--- src/sv/bnf_word_find.sv ---
// ----------------------------------------------------------------------------
// bnf_word_find
// Builds the bit window of one bitmap word and finds its lowest free bit.
// ----------------------------------------------------------------------------
module bnf_word_find (
    input  logic [63:0] word,
    input  logic [5:0]  lo_bit,
    input  logic [16:0] span,
    output logic [63:0] mask,
    output logic        found,
    output logic [5:0]  pos
);

    logic [63:0] free_bits;

    always_comb
    begin
        mask = {64{1'b1}} << lo_bit;
        if (span < 17'd64)
        begin
            mask = mask & ~({64{1'b1}} << span[5:0]);
        end
        free_bits = ~word & mask;
        found     = |free_bits;
        pos       = 6'd0;
        for (int i = 63; i >= 0; i--)
        begin
            if (free_bits[i])
            begin
                pos = 6'(i);
            end
        end
    end

endmodule
--- config.mk ---
export PLATFORM = sky130hd
export DESIGN_NAME = bnf_word_find
export DESIGN_NICKNAME = d
export VERILOG_FILES = /design/src/sv/bnf_word_find.sv
export SDC_FILE = /design/constraint.sdc
export NUM_CORES = 1
export LEC_CHECK = 0
export ABC_AREA = 1
export BUFFER_PORTS_ARGS = -buffer_cell sky130_fd_sc_hd__buf_2
export CAP_MARGIN = 25
export CORE_UTILIZATION = 50
export DETAILED_ROUTE_END_ITERATION = 16
export PLACE_DENSITY = 0.91
export RECOVER_POWER = 50
export SLEW_MARGIN = 20
export SYNTH_ARGS = -nofsm -noshare
export SYNTH_HDL_FRONTEND = slang
export SYNTH_SLANG_ARGS = --single-unit
--- constraint.sdc ---
create_clock -name vclk -period 8.08
set_input_delay 0.808 -clock vclk [all_inputs]
set_output_delay 0.808 -clock vclk [all_outputs]
set_load 0.01 [all_outputs]
==> summary.txt, run 1 <==
Run status
  • Status: completed

Place
  • Worst slack, placed: 2.158 ns
  • GPL Wtd Cong: 1.071
  • PortBufs: 158
  • Placed cell area: 3407 µm²
  • Post-DP HPWL: 9.396 mm
  • Placed cells: 802

Logic synthesis
  • Netlist cell types: 37
  • Sequential area share after synthesis: 0%
  • Synthesized area: 2606 µm²
  • Mapped Nets: 679
  • Top post-synthesis cells by area: nand2_1 (29%), inv_1 (17%), nor2_1 (13%)
  • Post-Syn Area per Cell: 4.402 µm²
  • Mapped Cells: 592
  • Top-area cell type share of the netlist area: 28.52%
  • Count leader, synth: nand2_1
  • Yosys top cell by area: nand2_1
  • Top cells by count, synth: nand2_1 (198), inv_1 (118), nor2_1 (91), o21ai_0 (38), a211oi_1 (20)
  • Synthesis Warnings: 0

Setup path
  • Critical path fanouts, max: 21
  • Worst Path Arrival: 5.65 ns
  • CP Capture Type: output pin
  • CP max stage delay: 0.53 ns
  • CP startpoint kind: input pin
  • Critical path's slowest cell: inv_1
  • CP Class: in2out
  • Cell mode on critical path: nand2_1
  • Worst path required time: 7.27 ns

Timing
  • Max_slew headroom: 39.25%
  • Post-route setup slack: 1.619 ns
  • RSZ-0062 raised after global routing: false
  • Fmax: 0.1548 GHz
  • Tmin final: 6.461 ns
  • Slew Viols, Final: 0
  • Tcrit/Tclk final: 79.96%
  • Final-report hold violation count: 0
  • Final setup viols: 0
  • Measured slew at the worst slew-check pin: 0.9112 ns
  • Setup Total Neg Slack: 0 ns

Worst hold path
  • Hold Crit Depth: 5
  • Hold crit path type: in2out

CTS
  • Post-CTS Repair Setup Buffers: 0
  • CTS resizes: 0
  • Hold-fix buffer count after cts: 0

Cells and area
  • Clkbuf count: 0
  • # fillers: 524
  • Layout cells sized above 1: 23.13%
  • Nets@finish: 824
  • Area growth syn-to-layout: 29.14%
  • Flip-flop and latch count: 0
  • FF/Latch Area: 0 µm²
  • Multi-input logic area: 2031 µm²
  • Post-route cell area: 3366 µm²
  • Post-Layout Cell Count: 802
  • Ant. Diodes: 0

Power
  • Logic gate share of total power: 100.0%
  • Leak pwr: 2.143 nW
  • Int Pwr: 68.24 µW
  • VDD IR max: 0.00002790 V
  • Pwr dens: 56.93 nW/µm²
  • Psw: 123.4 µW
  • Clock share of power: 0%
  • Sequential Power Share: 0%
  • Sw frac: 64.38%

Detailed routing
  • First-pass DRT Iterations: 5
  • Vias per std cell: 5.378
  • Routed wire length: 11.30 mm
  • Antenna Nets Post-Route: 0
  • DRC: 0
  • Via count: 4,313
  • DR WL/cell: 14.09 µm
  • Detailed Route Iter0 Violations: 433

Die
  • Starting density of the core: 53.41%
  • DIE AREA: 5505 µm²
  • Die Wd: 74.20 µm
  • Core area: 4880 µm²
  • # IOs: 158
  • Die height: 74.20 µm
  • Row count: 25

Global route
  • Largest net degree at the start of global routing: 37
  • First-pass GRT wire length: 17.57 mm
  • Vias in the first global route: 3,806
  • Total GRT Usage: 41.17%
  • Antenna violations before repair: 0
  • Total grt overflow: 0

Run
  • # Max-Cap Violations: 0
## power by group through the flow
stage,registers (mW),logic [mW],clock network (mW)
global route,0,0.213,0
detailed placement,0,0.187,0
floorplan,0,0.116,0
global placement,0,0.185,0
finish,0,0.192,0
CTS,0,0.188,0
## stage by stage
step	hold WS [ns]	power [mW]	util, %
after global placement	2.005	0.1849	69.82
after global routing	2.066	0.2133	68.97
final	2.024	0.1916	68.97
after CTS	2.017	0.1878	69.82
after detailed placement	2.015	0.1870	69.82
after floorplan	1.740	0.1162	-
## kinds of logic (layout without fill, tap and decap cells)
kind of cell | count (synthesis) | after routing | share of synthesized area [%]
and+or+nand+nor | 352 | 352 | 56.22
buffers and inverters | 145 | 288 | 21.84
AOI/OAI and AO/OA | 95 | 95 | 21.94
## layout by cell type, fill, tap and decap left out, drive strengths merged
cell,Yosys,routed
clkinv,3,3
nor4,4,4
or2,19,19
o21bai,1,1
a211oi,20,20
o22ai,1,1
and3,1,1
and2,1,1
clkbuf,7,26
nor2,95,95
inv,125,125
nand2,204,204
buf,10,134
nand3,7,7
a31oi,5,5
nor3,19,19
a221oi,3,3
o21a,1,1
nand3b,1,1
o21ai,48,48
a21boi,1,1
o211ai,1,1
nand4,1,1
o221a,1,1
a21oi,13,13
## path summary, 6_finish.rpt
check | slack (ns) | startpoint | end
setup / recovery | 1.62 | span[13] | pos[0]
hold / removal | 2.02 | word[1] | pos[0]
## critical path, delay by kind of cell
kind / cells / cell delay [ns]
compound gates: 2 / 0.37
buf+inv: 3 / 0.76
simple gates: 64 / 3.69
## final cells by class
cell class | instances | area share [%]
multi-input combinational | 447 | 60.33
timing repair buffer | 160 | 22.90
inverter | 128 | 14.28
tap | 67 | 2.491
## layer usage
metal	share of wire [%]	up-vias	global-route usage [%]
met5	0	-	0
met4	3.2	0	13.68
met3	14	36	10.03
met2	45	325	70.20
met1	38	1846	50.48
li1	-	2106	-
Power figures use the tool's default switching activity.
==> run 2: changes to the inputs <==
Settings changed: ABC_AREA 1 to 0, CORE_UTILIZATION 50 to 44, PLACE_DENSITY 0.91 to 0.8.
Clock period 8.08 ns to 5.53 ns, I/O delays scaled along.
==> summary.txt, run 2 <==
Run status
  • Status: completed (unchanged)

Logic synthesis
  • Mapped Cells: 506 (was 592)
  • Sequential area share after synthesis: 0% (unchanged)
  • Post-Syn Area per Cell: 6.266 µm² (was 4.402 µm²)
  • Netlist cell types: 73 (was 37)
  • Top post-synthesis cells by area: a21oi_1 (4.9%), nor2_1 (4.7%), a211oi_1 (4.5%) (was nand2_1 (29%), inv_1 (17%), nor2_1 (13%))
  • Yosys top cell by area: a21oi_1 (was nand2_1)
  • Top cells by count, synth: nor2_1 (40), clkbuf_1 (36), a21oi_1 (31), o21ai_0 (28), nand2_1 (27) (was nand2_1 (198), inv_1 (118), nor2_1 (91), o21ai_0 (38), a211oi_1 (20))
  • Synthesis Warnings: 0 (unchanged)
  • Top-area cell type share of the netlist area: 4.893% (was 28.52%)
  • Mapped Nets: 593 (was 679)
  • Count leader, synth: nor2_1 (was nand2_1)
  • Synthesized area: 3171 µm² (was 2606 µm²)

Power
  • Design Power: 328.4 µW (was 191.6 µW)
  • Leak pwr: 1.643 nW (was 2.143 nW)
  • Pwr dens: 84.92 nW/µm² (was 56.93 nW/µm²)
  • VDD IR max: 0.00003667 V (was 0.00002790 V)

Die
  • Starting density of the core: 46.16% (was 53.41%)
  • DIE AREA: 7549 µm² (was 5505 µm²)
  • Die height: 86.89 µm (was 74.20 µm)
  • # IOs: 158 (unchanged)
  • Die Wd: 86.89 µm (was 74.20 µm)
  • Row count: 30 (was 25)
  • Core area: 6869 µm² (was 4880 µm²)

Detailed routing
  • Routed wire length: 15.88 mm (was 11.30 mm)
  • DRC: 0 (unchanged)
  • Via count: 5,161 (was 4,313)
  • Antenna Nets Post-Route: 0 (unchanged)
  • Vias per std cell: 7.218 (was 5.378)
  • DR WL/cell: 22.21 µm (was 14.09 µm)
  • Detailed Route Iter0 Violations: 924 (was 433)
  • First-pass DRT Iterations: 6 (was 5)

Cells and area
  • Flip-flop and latch count: 0 (unchanged)
  • Post-route cell area: 3867 µm² (was 3366 µm²)
  • Layout cells sized above 1: 26.17% (was 23.13%)
  • Ant. Diodes: 0 (unchanged)
  • FF/Latch Area: 0 µm² (unchanged)
  • Clkbuf count: 0 (unchanged)
  • Nets@finish: 708 (was 824)
  • # fillers: 748 (was 524)
  • Commonest non-fill, non-tap cell in the layout: buf_2 (was nand2_1)
  • Finished Core Util: 56.30% (was 68.97%)
  • Most frequent cells in the layout: buf_2 (134), nor2_1 (40), a21oi_1 (31) (was nand2_1 (199), buf_2 (133), inv_1 (119))
  • Area growth syn-to-layout: 21.98% (was 29.14%)

Timing
  • Setup Total Neg Slack: 0 ns (unchanged)
  • Tmin final: 4.959 ns
  • RSZ-0062 raised after global routing: false (unchanged)
  • Final-report hold violation count: 0 (unchanged)
  • Worst hold slack: 1.646 ns (was 2.024 ns)
  • Measured slew at the worst slew-check pin: 1.429 ns (was 0.9112 ns)
  • Fmax: 0.2017 GHz
  • Tcrit/Tclk final: 89.67%
  • Final setup viols: 0 (unchanged)
  • Max_slew headroom: 4.750% (was 39.25%)
  • Slew Viols, Final: 0 (unchanged)

Global route
  • Total GRT Usage: 40.63% (was 41.17%)
  • Antenna violations before repair: 0 (unchanged)
  • Total grt overflow: 0 (unchanged)
  • Vias in the first global route: 4,462 (was 3,806)
  • Largest net degree at the start of global routing: 56 (was 37)
  • First-pass GRT wire length: 23.89 mm (was 17.57 mm)

Place
  • Post-DP HPWL: 12.42 mm (was 9.396 mm)
  • PortBufs: 158 (unchanged)
  • Placed cell area: 3906 µm² (was 3407 µm²)
  • GPL Wtd Cong: 1.010 (was 1.071)

CTS
  • Hold-fix buffer count after cts: 0 (unchanged)
  • Post-CTS Repair Setup Buffers: 0 (unchanged)
  • CTS resizes: 0 (unchanged)

Setup path
  • CP Capture Type: output pin (unchanged)
  • Critical path fanouts, max: 35 (was 21)
  • CP startpoint kind: input pin (unchanged)
  • CP Class: in2out (unchanged)
  • Worst Path Arrival: 4.41 ns (was 5.65 ns)
  • Worst path required time: 4.98 ns (was 7.27 ns)

Worst hold path
  • Hold Crit Depth: 5 (unchanged)
  • Hold crit path type: in2out (unchanged)

Run
  • # Max-Cap Violations: 0 (unchanged)
[run 2: cell count changes in the layout (fill, tap and decap cells not counted), sizes merged, moves of 17 or more]
cell / previous run / this run
nand2: 204 / 27
inv: 125 / 24
a2111oi: 0 / 17
a21oi: 13 / 31
o21ai: 48 / 31
nor2: 95 / 40
[run 2: cells by family (layout without fill, tap and decap cells)]
logic type	after synthesis	count (layout)	share of synthesized area, %
buffers and inverters	76	189	9.787
AO/OA/AOI/OAI	237	237	56.83
AND/OR/NAND/NOR	193	193	33.39
[run 2: worst max-delay path: stages]
cell and delay (ns):
clkbuf_1 0.54, or4_1 0.86, a2111oi_0 0.87, o22ai_1 0.33, nor3b_1 0.36, nand2b_1 0.13, o21bai_1 0.27, a311o_1 0.22
a22o_1 0.13, buf_2 0.12
[run 2: final cells by class]
cell class / instances / area (µm²) / area share, %
repair buffers: 165 / 805.8 / 20.83
multi-input cells: 430 / 2851 / 73.73
well taps: 96 / 120.1 / 3.106
inverters: 24 / 90.09 / 2.329
[run 2: final timing paths]
kind	startpoint	endpoint
setup / recovery	span[3]	pos[3]
hold / removal	word[0]	pos[0]
[run 2: per-layer routing]
layer | wire length (µm) | global-route usage (%) | up-vias
met5 | 0 | 0 | -
met4 | 903 | 20.61 | 0
met3 | 2005 | 4.834 | 73
met2 | 6906 | 65.00 | 475
met1 | 6065 | 53.58 | 2357
li1 | - | - | 2256
[run 2: through the flow]
step           setup slack [ns]  instances
2_1_floorplan             1.897        506
5_1_grt                  0.3980        715
6_report                 0.5714        715
3_3_place_gp              1.090        714
3_5_place_dp             0.9608        714
4_1_cts                  0.9585        714
[run 2: where the power goes]
part | internal, mW | switching (mW)
clock network | 0 | 0
logic | 0.121 | 0.208
registers | 0 | 0
total | 0.121 | 0.208
